## config.mk

```make
export PLATFORM = sky130hd
export DESIGN_NAME = hysteresis_line_crossing_counter_core_flat
export DESIGN_NICKNAME = d
export VERILOG_FILES = /design/src/hlcc_pkg.sv /design/src/hlcc_if.sv /design/src/hysteresis_line_crossing_counter_core.sv /design/src/hlcc_cfg_regs.sv /design/src/hlcc_update.sv /design/src/flat_wrapper.sv
export SDC_FILE = /design/constraint.sdc
export NUM_CORES = 1
export LEC_CHECK = 0
export BUFFER_PORTS_ARGS = -buffer_cell sky130_fd_sc_hd__buf_2
export CORE_UTILIZATION = 60
export CTS_CLUSTER_SIZE = 14
export DETAILED_ROUTE_END_ITERATION = 10
export GPL_ROUTABILITY_DRIVEN = 0
export PLACE_DENSITY = 0.89
export SKIP_LAST_GASP = 1
export SLEW_MARGIN = 20
export SYNTH_ARGS = -nofsm -noshare
export SYNTH_HDL_FRONTEND = slang
export SYNTH_HIERARCHICAL = 1
export SYNTH_SLANG_ARGS = --single-unit
```

## constraint.sdc

```tcl
create_clock -name clk -period 7.9 [get_ports clk]
set_input_delay 1.185 -clock clk [delete_from_list [all_inputs] [get_ports clk]]
set_output_delay 1.185 -clock clk [all_outputs]
set_load 0.01 [all_outputs]
```

## src/hlcc_pkg.sv

```systemverilog
// shared constants, register codes and item types of the line-crossing counter
// no dependencies
`default_nettype none

package hlcc_pkg;

	localparam int SAMPLE_BITS = 10;
	localparam int BASE_BITS   = 10;
	localparam int BAND_BITS   = 8;
	localparam int RUN_BITS    = 7;
	localparam int LINE_BITS   = 4;
	localparam int ZONE_BITS   = 2;

	// compare width: wide enough for sample plus band and base plus band
	localparam int CMP_BITS = ((SAMPLE_BITS > BASE_BITS) ? SAMPLE_BITS : BASE_BITS) + 1;

	localparam int REG_COUNT     = 3;
	localparam int ADDR_BITS     = $clog2(REG_COUNT * 4);
	localparam int APB_DATA_BITS = 32;
	localparam int REG_IDX_BITS  = ADDR_BITS - 2;

	localparam logic [REG_IDX_BITS-1:0] REG_BASE_LEVEL = REG_IDX_BITS'(0);
	localparam logic [REG_IDX_BITS-1:0] REG_BAND       = REG_IDX_BITS'(1);
	localparam logic [REG_IDX_BITS-1:0] REG_SETTLE     = REG_IDX_BITS'(2);

	localparam logic [BASE_BITS-1:0] BASE_RESET   = BASE_BITS'(468);
	localparam logic [BAND_BITS-1:0] BAND_RESET   = BAND_BITS'(50);
	localparam logic [RUN_BITS-1:0]  SETTLE_RESET = RUN_BITS'(10);
	localparam logic [RUN_BITS-1:0]  RUN_CAP      = RUN_BITS'(100);

	localparam logic [ZONE_BITS-1:0] ZONE_LIGHT     = ZONE_BITS'(0);
	localparam logic [ZONE_BITS-1:0] ZONE_DARK      = ZONE_BITS'(1);
	localparam logic [ZONE_BITS-1:0] ZONE_UNCERTAIN = ZONE_BITS'(2);

	typedef struct packed {
		logic [BASE_BITS-1:0] base_level;
		logic [BAND_BITS-1:0] band;
		logic [RUN_BITS-1:0]  settle_count;
	} cfg_t;

	typedef struct packed {
		logic [RUN_BITS-1:0]  dark_run;
		logic [RUN_BITS-1:0]  light_run;
		logic                 crossing;
		logic [LINE_BITS-1:0] remaining;
	} track_state_t;

	typedef struct packed {
		logic [SAMPLE_BITS-1:0] sample;
		logic                   restart;
		logic [LINE_BITS-1:0]   line_target;
	} in_item_t;

	typedef struct packed {
		logic [ZONE_BITS-1:0] zone;
		logic                 line_crossed;
		logic [LINE_BITS-1:0] lines_left;
		logic                 done_res;
	} out_item_t;

endpackage

`default_nettype wire

```

## src/hlcc_if.sv

```systemverilog
// valid/ready channel interfaces for sample items and result items
// depends on hlcc_pkg
`default_nettype none

interface hlcc_in_if;
	import hlcc_pkg::*;

	logic                   valid;
	logic                   ready;
	logic [SAMPLE_BITS-1:0] sample;
	logic                   restart;
	logic [LINE_BITS-1:0]   line_target;

	modport source (output valid, sample, restart, line_target, input ready);
	modport sink   (input valid, sample, restart, line_target, output ready);
endinterface

interface hlcc_out_if;
	import hlcc_pkg::*;

	logic                 valid;
	logic                 ready;
	logic [ZONE_BITS-1:0] zone;
	logic                 line_crossed;
	logic [LINE_BITS-1:0] lines_left;
	logic                 done_res;

	modport source (output valid, zone, line_crossed, lines_left, done_res, input ready);
	modport sink   (input valid, zone, line_crossed, lines_left, done_res, output ready);
endinterface

`default_nettype wire

```

## src/hysteresis_line_crossing_counter_core.sv

```systemverilog
// top level of the hysteresis line-crossing counter
// depends on hlcc_pkg, hlcc_if, hlcc_cfg_regs and hlcc_update
//
// usage
//  - in_ch carries one sensor item per handshake: sample, restart, line_target.
//    a restart item clears the dark and light run counters and the crossing flag
//    and loads line_target as the number of lines still to count
//  - out_ch returns exactly one result item per input item, in order:
//    zone, line_crossed, lines_left and done_res
//  - apb port sets base_level (0x0), band (0x4) and settle_count (0x8); write
//    them only while no item is in flight. pready is tied high
//  - latency: an accepted item passes through the input register and then the
//    result register before it is shown on out_ch
//  - throughput: one item per cycle unless out_ch stalls; the run counters,
//    crossing flag and line count live in one register set updated once per
//    item, so back-to-back items see each other's state with no bubble
//  - input register and result register are separate stages: while a result
//    waits for out_ch.ready the block still takes one more item into its input
//    register; in_ch.ready drops only when both stages are full and stalled
//  - reset (arst_n low) empties both stages, clears all tracking state and
//    returns the registers to 468, 50 and 10
`default_nettype none

module hysteresis_line_crossing_counter_core (
	input  wire logic                               clk,
	input  wire logic                               arst_n,
	hlcc_in_if.sink                                 in_ch,
	hlcc_out_if.source                              out_ch,
	input  wire logic                               psel,
	input  wire logic                               penable,
	input  wire logic                               pwrite,
	input  wire logic [hlcc_pkg::ADDR_BITS-1:0]     paddr,
	input  wire logic [hlcc_pkg::APB_DATA_BITS-1:0] pwdata,
	output logic      [hlcc_pkg::APB_DATA_BITS-1:0] prdata,
	output logic                                    pready
);
	import hlcc_pkg::*;

	cfg_t         cfg;
	track_state_t state_q;
	track_state_t state_nxt;
	in_item_t     item_s1;
	logic         valid_s1;
	out_item_t    result_nxt;
	out_item_t    result_s2;
	logic         valid_s2;
	logic         adv_s1;
	in_item_t     in_item;

	// register file
	hlcc_cfg_regs u_cfg_regs (
		.clk     (clk),
		.arst_n  (arst_n),
		.psel    (psel),
		.penable (penable),
		.pwrite  (pwrite),
		.paddr   (paddr),
		.pwdata  (pwdata),
		.prdata  (prdata),
		.pready  (pready),
		.cfg     (cfg)
	);

	// handshakes: stage 1 moves on when the result register is free or draining
	assign adv_s1      = valid_s1 && (!valid_s2 || out_ch.ready);
	assign in_ch.ready = !valid_s1 || adv_s1;

	assign in_item.sample      = in_ch.sample;
	assign in_item.restart     = in_ch.restart;
	assign in_item.line_target = in_ch.line_target;

	// input register
	always_ff @(posedge clk or negedge arst_n) begin
		if (!arst_n) begin
			valid_s1 <= 1'b0;
		end else if (in_ch.ready) begin
			valid_s1 <= in_ch.valid;
		end
	end

	always_ff @(posedge clk) begin
		if (in_ch.valid && in_ch.ready) begin
			item_s1 <= in_item;
		end
	end

	// classification and tracking update for the item in stage 1
	hlcc_update u_update (
		.cfg       (cfg),
		.state_cur (state_q),
		.item      (item_s1),
		.state_nxt (state_nxt),
		.result    (result_nxt)
	);

	// tracking state advances once per item, as it leaves stage 1
	always_ff @(posedge clk or negedge arst_n) begin
		if (!arst_n) begin
			state_q <= '0;
		end else if (adv_s1) begin
			state_q <= state_nxt;
		end
	end

	// result register
	always_ff @(posedge clk or negedge arst_n) begin
		if (!arst_n) begin
			valid_s2 <= 1'b0;
		end else if (!valid_s2 || out_ch.ready) begin
			valid_s2 <= valid_s1;
		end
	end

	always_ff @(posedge clk) begin
		if (adv_s1) begin
			result_s2 <= result_nxt;
		end
	end

	assign out_ch.valid        = valid_s2;
	assign out_ch.zone         = result_s2.zone;
	assign out_ch.line_crossed = result_s2.line_crossed;
	assign out_ch.lines_left   = result_s2.lines_left;
	assign out_ch.done_res     = result_s2.done_res;

endmodule

`default_nettype wire

```

## src/hlcc_cfg_regs.sv

```systemverilog
// apb register file: base level, band and settle count
// depends on hlcc_pkg
`default_nettype none

module hlcc_cfg_regs (
	input  wire logic                                clk,
	input  wire logic                                arst_n,
	input  wire logic                                psel,
	input  wire logic                                penable,
	input  wire logic                                pwrite,
	input  wire logic [hlcc_pkg::ADDR_BITS-1:0]      paddr,
	input  wire logic [hlcc_pkg::APB_DATA_BITS-1:0]  pwdata,
	output logic      [hlcc_pkg::APB_DATA_BITS-1:0]  prdata,
	output logic                                     pready,
	output hlcc_pkg::cfg_t                           cfg
);
	import hlcc_pkg::*;

	logic [BASE_BITS-1:0]    base_level_q;
	logic [BAND_BITS-1:0]    band_q;
	logic [RUN_BITS-1:0]     settle_count_q;
	logic [REG_IDX_BITS-1:0] reg_idx;
	logic                    wr_en;

	assign pready  = 1'b1;
	assign reg_idx = paddr[ADDR_BITS-1:2];
	assign wr_en   = psel && penable && pwrite && pready;

	always_ff @(posedge clk or negedge arst_n) begin
		if (!arst_n) begin
			base_level_q   <= BASE_RESET;
			band_q         <= BAND_RESET;
			settle_count_q <= SETTLE_RESET;
		end else if (wr_en) begin
			unique case (reg_idx)
				REG_BASE_LEVEL: base_level_q   <= pwdata[BASE_BITS-1:0];
				REG_BAND:       band_q         <= pwdata[BAND_BITS-1:0];
				REG_SETTLE:     settle_count_q <= pwdata[RUN_BITS-1:0];
				default: ;
			endcase
		end
	end

	always_comb begin
		prdata = '0;
		unique case (reg_idx)
			REG_BASE_LEVEL: prdata = APB_DATA_BITS'(base_level_q);
			REG_BAND:       prdata = APB_DATA_BITS'(band_q);
			REG_SETTLE:     prdata = APB_DATA_BITS'(settle_count_q);
			default:        prdata = '0;
		endcase
	end

	assign cfg.base_level   = base_level_q;
	assign cfg.band         = band_q;
	assign cfg.settle_count = settle_count_q;

endmodule

`default_nettype wire

```

## src/hlcc_update.sv

```systemverilog
// per-item logic: zone classification, run counters, crossing flag, line count
// depends on hlcc_pkg
`default_nettype none

module hlcc_update (
	input  hlcc_pkg::cfg_t         cfg,
	input  hlcc_pkg::track_state_t state_cur,
	input  hlcc_pkg::in_item_t     item,
	output hlcc_pkg::track_state_t state_nxt,
	output hlcc_pkg::out_item_t    result
);
	import hlcc_pkg::*;

	logic [CMP_BITS-1:0] sample_ext;
	logic [CMP_BITS-1:0] base_ext;
	logic [CMP_BITS-1:0] hi_bound;
	logic [CMP_BITS-1:0] sample_plus_band;
	logic                is_dark;
	logic                is_light;
	logic [RUN_BITS-1:0] dark_nxt;
	logic [RUN_BITS-1:0] light_nxt;

	// light test as sample + band <= base, so a band above base never reads light
	assign sample_ext       = CMP_BITS'(item.sample);
	assign base_ext         = CMP_BITS'(cfg.base_level);
	assign hi_bound         = base_ext + CMP_BITS'(cfg.band);
	assign sample_plus_band = sample_ext + CMP_BITS'(cfg.band);
	assign is_dark          = (sample_ext >= hi_bound);
	assign is_light         = !is_dark && (sample_plus_band <= base_ext);

	always_comb begin
		dark_nxt  = '0;
		light_nxt = '0;
		if (is_dark) begin
			dark_nxt = (state_cur.dark_run < RUN_CAP) ? state_cur.dark_run + 1'b1
				: state_cur.dark_run;
		end
		if (is_light) begin
			light_nxt = (state_cur.light_run < RUN_CAP) ? state_cur.light_run + 1'b1
				: state_cur.light_run;
		end
	end

	always_comb begin
		state_nxt           = state_cur;
		result.zone         = ZONE_LIGHT;
		result.line_crossed = 1'b0;
		if (item.restart) begin
			state_nxt.dark_run  = '0;
			state_nxt.light_run = '0;
			state_nxt.crossing  = 1'b0;
			state_nxt.remaining = item.line_target;
		end else begin
			if (is_dark) begin
				result.zone = ZONE_DARK;
			end else if (is_light) begin
				result.zone = ZONE_LIGHT;
			end else begin
				result.zone = ZONE_UNCERTAIN;
			end
			state_nxt.dark_run  = dark_nxt;
			state_nxt.light_run = light_nxt;
			if ((dark_nxt >= cfg.settle_count) && !state_cur.crossing) begin
				state_nxt.crossing = 1'b1;
			end else if ((light_nxt >= cfg.settle_count) && state_cur.crossing) begin
				state_nxt.crossing  = 1'b0;
				result.line_crossed = 1'b1;
				if (state_cur.remaining != '0) begin
					state_nxt.remaining = state_cur.remaining - 1'b1;
				end
			end
		end
		result.lines_left = state_nxt.remaining;
		result.done_res   = (state_nxt.remaining == '0);
	end

endmodule

`default_nettype wire

```

## src/flat_wrapper.sv

```systemverilog
// flat-port wrapper written by rule: the top's interface ports become plain ports
module hysteresis_line_crossing_counter_core_flat import hlcc_pkg::*;
  (clk, arst_n, psel, penable, pwrite, paddr, pwdata, prdata, pready, in_ch_valid, in_ch_sample, in_ch_restart, in_ch_line_target, in_ch_ready, out_ch_valid, out_ch_zone, out_ch_line_crossed, out_ch_lines_left, out_ch_done_res, out_ch_ready);
  hlcc_in_if in_ch_i ();
  hlcc_out_if out_ch_i ();
  input  wire logic clk;
  input  wire logic arst_n;
  input  wire logic psel;
  input  wire logic penable;
  input  wire logic pwrite;
  input  wire logic [hlcc_pkg::ADDR_BITS-1:0] paddr;
  input  wire logic [hlcc_pkg::APB_DATA_BITS-1:0] pwdata;
  output logic      [hlcc_pkg::APB_DATA_BITS-1:0] prdata;
  output logic pready;
  input wire logic [$bits(in_ch_i.valid)-1:0] in_ch_valid;
  input wire logic [$bits(in_ch_i.sample)-1:0] in_ch_sample;
  input wire logic [$bits(in_ch_i.restart)-1:0] in_ch_restart;
  input wire logic [$bits(in_ch_i.line_target)-1:0] in_ch_line_target;
  output wire logic [$bits(in_ch_i.ready)-1:0] in_ch_ready;
  output wire logic [$bits(out_ch_i.valid)-1:0] out_ch_valid;
  output wire logic [$bits(out_ch_i.zone)-1:0] out_ch_zone;
  output wire logic [$bits(out_ch_i.line_crossed)-1:0] out_ch_line_crossed;
  output wire logic [$bits(out_ch_i.lines_left)-1:0] out_ch_lines_left;
  output wire logic [$bits(out_ch_i.done_res)-1:0] out_ch_done_res;
  input wire logic [$bits(out_ch_i.ready)-1:0] out_ch_ready;
  assign in_ch_i.valid = in_ch_valid;
  assign in_ch_i.sample = in_ch_sample;
  assign in_ch_i.restart = in_ch_restart;
  assign in_ch_i.line_target = in_ch_line_target;
  assign in_ch_ready = in_ch_i.ready;
  assign out_ch_valid = out_ch_i.valid;
  assign out_ch_zone = out_ch_i.zone;
  assign out_ch_line_crossed = out_ch_i.line_crossed;
  assign out_ch_lines_left = out_ch_i.lines_left;
  assign out_ch_done_res = out_ch_i.done_res;
  assign out_ch_i.ready = out_ch_ready;
  hysteresis_line_crossing_counter_core u_core (.clk(clk), .arst_n(arst_n), .in_ch(in_ch_i), .out_ch(out_ch_i), .psel(psel), .penable(penable), .pwrite(pwrite), .paddr(paddr), .pwdata(pwdata), .prdata(prdata), .pready(pready));
endmodule
```

---- Word level (Yosys, flattened, before mapping) ----
Index checks and enable logic that the tools add are counted.
word-level totals
  register bits after elaboration ......... 69
  bits of input ports ..................... 58
  output and inout bits ................... 43
  word-level logic and storage cells ...... 66
cells by class
  $add $sub $neg .......................... 5
  $lt $le $gt $ge ......................... 6
  eq/ne operators ......................... 2
  mux-type cells .......................... 13
  reduce and logical (&&, ||, !) cells .... 23
operator list
  kind                                                                    number
  10-bit case mux with 3 select lines                                     1
  7-bit two-way mux                                                       4
  10-bit by 8-bit adder with 11-bit output                                2
  19-bit two-way mux                                                      1
  7-bit by 1-bit adder with 7-bit output (second input constant)          2
  7-bit greater-or-equal comparator                                       2
  7-bit < comparator (second input constant)                              2
  10-bit by 11-bit greater-or-equal comparator with 1-bit output          1
  11-bit by 10-bit less-or-equal comparator with 1-bit output             1
  4-bit two-way mux                                                       2
  2-bit AND reduction                                                     4
  1-bit logical AND                                                       7
  5-bit two-way mux                                                       1
  1-bit logical NOT                                                       4
  4-bit logical NOT                                                       1
  4-bit nonzero test                                                      1
  2-bit OR reduction                                                      2
  4-bit by 1-bit subtractor with 4-bit output (second input constant)     1
  1-bit two-way mux                                                       3
  3-bit nonzero test                                                      1
  2-bit by 1-bit equality test with 1-bit output (second input constant)  1
  2-bit equality test (second input constant)                             1
  2-bit logical NOT                                                       1
  1-bit logical OR                                                        2
  2-bit two-way mux                                                       1

---- Logic depth before layout (Yosys ltp) ----
  depth in word-level cells ............... 11
  gate-level depth with buffers ........... 24
  mapped depth without buffers ............ 22

---- Modules after synthesis ----
Netlist, hierarchy kept.
by module, submodules not included
  module                                 times used  cells an instance  area each (um^2)  sequential area each (um^2)
  hlcc_update                            1           300                2184.6            0.0
  hysteresis_line_crossing_counter_core  1           72                 1567.8            1216.2
  hlcc_cfg_regs                          1           109                1373.8            638.1

---- Least setup slack after synthesis ----
OpenSTA, ideal clock, no wires.
  path type ............................... register to register
  start point ............................. register u_core.u_cfg_regs.band_q[1]
  end point ............................... register u_core/state_q[2] in the netlist's numbering
  setup time .............................. 0.125 ns
  data arrival time ....................... 4.495 ns
  required time ........................... 7.775 ns
  slack ................................... 3.280 ns
  cell stages (with the launch flop) ...... 22
  path buffers ............................ 2
  period minus slack after synthesis ...... 4.620 ns
  cells stage by stage .................... dfstp_2 inv_1 fa_1 nor2b_2 o2111ai_2 nand3b_1 or2b_1 xnor2_1 ha_1 a21o_1 a221oi_2 o211ai_2 buf_2 nor2_1 ha_1 a21oi_1 o22ai_1 a21oi_2 mux2i_1 o311ai_0 buf_4 mux2_4
RTL lines
  item                    RTL line                                      text
  from (decl)             hlcc_cfg_regs.sv:20                           logic [BAND_BITS-1:0] band_q;
  from (signal assigned)  hlcc_cfg_regs.sv:37                           REG_BAND: band_q <= pwdata[BAND_BITS-1:0];
  to (signal assigned)    hysteresis_line_crossing_counter_core.sv:101  state_q <= state_nxt;
  to (decl)               hysteresis_line_crossing_counter_core.sv:40   track_state_t state_q;

==> summary.md <==
| Metric | Value |
|---|---|
| Ys Warns | `6` |
| Largest vdd supply drop | `0.1645 mV` |
| Die Y | `94.43 um` |
| WP data arrival | `5.57 ns` |
| Reg-to-reg endpoint | `u_core/out_ch.done_res` |
| Hold Path Sink | `u_core/u_cfg_regs/base_level_q[9]` |
| XOR/XNOR Fraction of Synth Area | `0.04101` |
| Inst Count DP | `623` |
| CTS tree | `yes` |
| CP max stage delay | `0.59 ns` |
| Final Instance Area | `about 5500 sq um` |
| Max Fanout on Critical Path | `14` |
| CTS Buf Count | `9` |
| Starting density of the core | `0.6208` |
| HP Class | `reg2reg` |
| Clock Path Buffers | `2` |
| DR iter-0 viols | `roughly 180` |
| Largest net degree at the start of global routing | `47` |
| Critical path startpoint category | `register` |
| Routed length on met1 | `4677 um` |
| Synth Area in Compound Gates | `0.09226` |
| Routed Antenna Nets | `0` |
| # Post-CTS Setup Buffers | `0` |
| RSZ-0062 raised after global routing | `no` |
| Clk root buf | `clkbuf_8` |
| Sink Count | `69` |
| Synth Area in Simple Gates | `0.1440` |
| Ys flop type | `dfrtp_1` |
| Skew final | `between 0.006 and 0.007 ns` |
| Gr usage total | `0.2512` |
| Nets@finish | `642` |
| Post-synth ARST share | `0.6667` |
| Via count | `3,696` |
| Tcrit/Tclk final | `0.6813` |
| Synth unique cells | `59` |
| Post-Synth Adder-Cell Area | `0.1372` |
| Die extent in x | `94.43 um` |
| PostCTS Resize Cnt | `0` |
| Vias per cell | `5.784` |
| Worst Tran Pin Value | `0.7621 ns` |
| Critical path type | `reg2reg` |
| Hold path depth | `1` |
| Tmin final | `5.382 ns` |
| PortBufs | `53` |
| Fmax | `between 150 and 200 MHz` |
| Fin Setup TNS | `0 ns` |
| R2R Setup Slk | `2.52 ns` |
| CP endpoint kind | `register` |
| Vias in the first global route | `3,602` |
| GR Overflow Total | `0` |
| Hold slack | `0.5399 ns` |
| Cell with the most instances after synthesis | `ha_1` |
| Non-Filler Instances | `639` |
| Slew headroom | `0.4919` |
| Pwr Density | `~270 nW/um^2` |
| Syn avg cell area | `10.66 sq um` |
| Final Max Tran Viols | `0` |
| Hold_buf cts | `0` |
| Area of the die | `~8900 sq um` |
| Placed Area | `5316 sq um` |
| CTS H-tree lvls | `3` |
| Max-cap viol count | `0` |
| Synth Cell Area | `5126 sq um` |
| Leakage | `0.002657 uW` |
| Top cell types by occurrence after synthesis | `ha_1 (53), dfrtp_1 (36), inv_1 (32)` |
| Mapped Cells | `481` |
| Synth top area share | `0.1757` |
| CP Data Required Time | `between 8 and 9 ns` |
| Area added between synthesis and finish | `8.201%` |
| Flops & latches, synth | `69` |
| Routed WL | `just over 10,000 um` |
| Final setup viols | `0` |
| Largest family of logic cells by synthesized area | `simple AND/OR/NAND/NOR gates` |
| FP Rows | `33` |
| Worst skew pair latency | `~0.36 ns` |
| Worst path top cell family by delay | `compound AO/OA/AOI/OAI gates` |
| Top Metal Used | `met4` |
| Num ports | `101` |
| Core area | `8258 sq um` |
| Post-synthesis sequential area ratio | `0.3617` |
| Worst Reg-to-Reg Cells | `21` |
| Wire length on met2 | `5030 um` |
| Final hold vios | `0` |
| Crit path buf inv count | `1` |
| Avg WL per Cell | `16.27 um` |
| Antenna fix cells | `0` |
| CP max stage cell | `dfstp_2` |
| R2R Path Start | `u_core/u_cfg_regs/band_q[1]` |
| Synth top area cells | `dfrtp_1 (18%), edfxtp_1 (13%), ha_1 (13%)` |
| First-pass GRT wire length | `17,020 um` |
| Status | `finished clean` |
| Pre-Repair DR Iteration Count | `5` |
| Worst path cell trace | `inv_1, fa_1, nor2b_1, o2111ai_1, nand3_1, nand2_1, xnor2_1, ha_1, a21o_1, a21oi_1, nand2_1, o21ai_0, o211ai_2, nand2b_1, ha_1, nor2b_1, o21ai_1, a21oi_2, mux2i_1, o311ai_0, nor4_1` |
| Initial antenna violation count | `0` |
| Mux contribution to synthesized area | `0.1433` |
| Number of synthesized flops with an enable pin | `23` |
| HP Start | `u_core/u_cfg_regs/base_level_q[9]` |
| DRC errors left | `0` |
| DR WL met3 | `505 um` |
| Layout cell share with drive strength beyond 1 | `0.2640` |
| Post-synth top area cell | `dfrtp_1` |
| Half-perimeter wire length after placement | `7643 um` |
| Clk slew on worst S/H paths | `0.08 ns` |
==> area by class of cell <==
| class | instances | area, sq um |
|---|---|---|
| multi-input cells | 364 | 2945 |
| fillers | 591 | 2711 |
| flip-flops and latches | 69 | 1854 |
| repair buffers | 53 | 267.8 |
| well taps | 105 | 131.4 |
| clock buffers | 9 | 123.9 |
| inverters | 32 | 120.1 |
| clock inverters | 7 | 103.9 |
==> per-stage QoR <==
step           utilization  setup WS [ns]  total power (uW)
5_1_grt             0.6717          2.160              1627
2_1_floorplan            -          3.280              1046
3_5_place_dp        0.6438          2.626              1170
3_3_place_gp        0.6438          2.781              1125
4_1_cts             0.6714          2.573              1516
6_report            0.6717          2.518              1517
==> worst max-delay path by stage <==
stage / depth (start not counted) / slack (ns) / startpoint / end
floorplan: 21 / 3.28 / u_core/u_cfg_regs/band_q[1] / u_core/state_q[2]
global placement: 21 / 2.78 / u_core/u_cfg_regs/band_q[1] / u_core/out_ch.done_res
detailed placement: 19 / 2.63 / u_core/u_cfg_regs/band_q[1] / u_core/out_ch.done_res
CTS: 19 / 2.57 / u_core/u_cfg_regs/band_q[1] / u_core/out_ch.done_res
global route: 21 / 2.16 / u_core/u_cfg_regs/band_q[1] / u_core/out_ch.done_res
finish: 21 / 2.52 / u_core/u_cfg_regs/band_q[1] / u_core/out_ch.done_res
==> flip-flops by register name, summed over array words and instances, names as in the netlist <==
| name | count |
|---|---|
| u_core/out_ch.valid | 1 |
| u_core/u_cfg_regs/band_q | 8 |
| u_core/u_cfg_regs/base_level_q | 10 |
| u_core/item_s1 | 15 |
| u_core/out_ch.lines_left | 4 |
| u_core/state_q | 19 |
| u_core/out_ch.zone | 2 |
| u_core/valid_s1 | 1 |
| u_core/out_ch.done_res | 1 |
| u_core/u_cfg_regs/settle_count_q | 7 |
| u_core/out_ch.line_crossed | 1 |
==> power breakdown <==
group          internal, uW  switching, uW
clock                   182            152
combinational           306            375
sequential              443           60.3
total                   930            587
==> cells by family after synthesis <==
kind of cell / count (synthesis)
AOI/OAI and AO/OA: 70
xor gates and xnor gates: 24
adders and majority gates: 55
buffers and inverters: 69
DFF: 69
muxes: 57
other: 2
and+or+nand+nor: 135
==> cell usage in the layout, fill, tap and decap left out, drive strengths merged, types with 9 or more instances in the layout <==
master	netlist	layout
a21oi	19	19
buf	35	53
clkbuf	2	9
conb	2	23
dfrtp	36	36
dfstp	10	10
edfxtp	23	23
ha	53	53
inv	32	35
mux2	44	44
mux2i	13	13
nand2	30	30
nand2b	9	9
nand3	10	10
nor2	28	28
nor2b	10	10
nor3	17	17
o21ai	19	19
xnor2	11	11
xor2	13	13
==> per-layer routing <==
metal  up-vias  global-route usage
met4         0             0.09872
met5         -                   0
met1      1775              0.3173
met3        19             0.05797
li1       1758                   -
met2       144              0.4161
(Power assumes the default switching activity.)
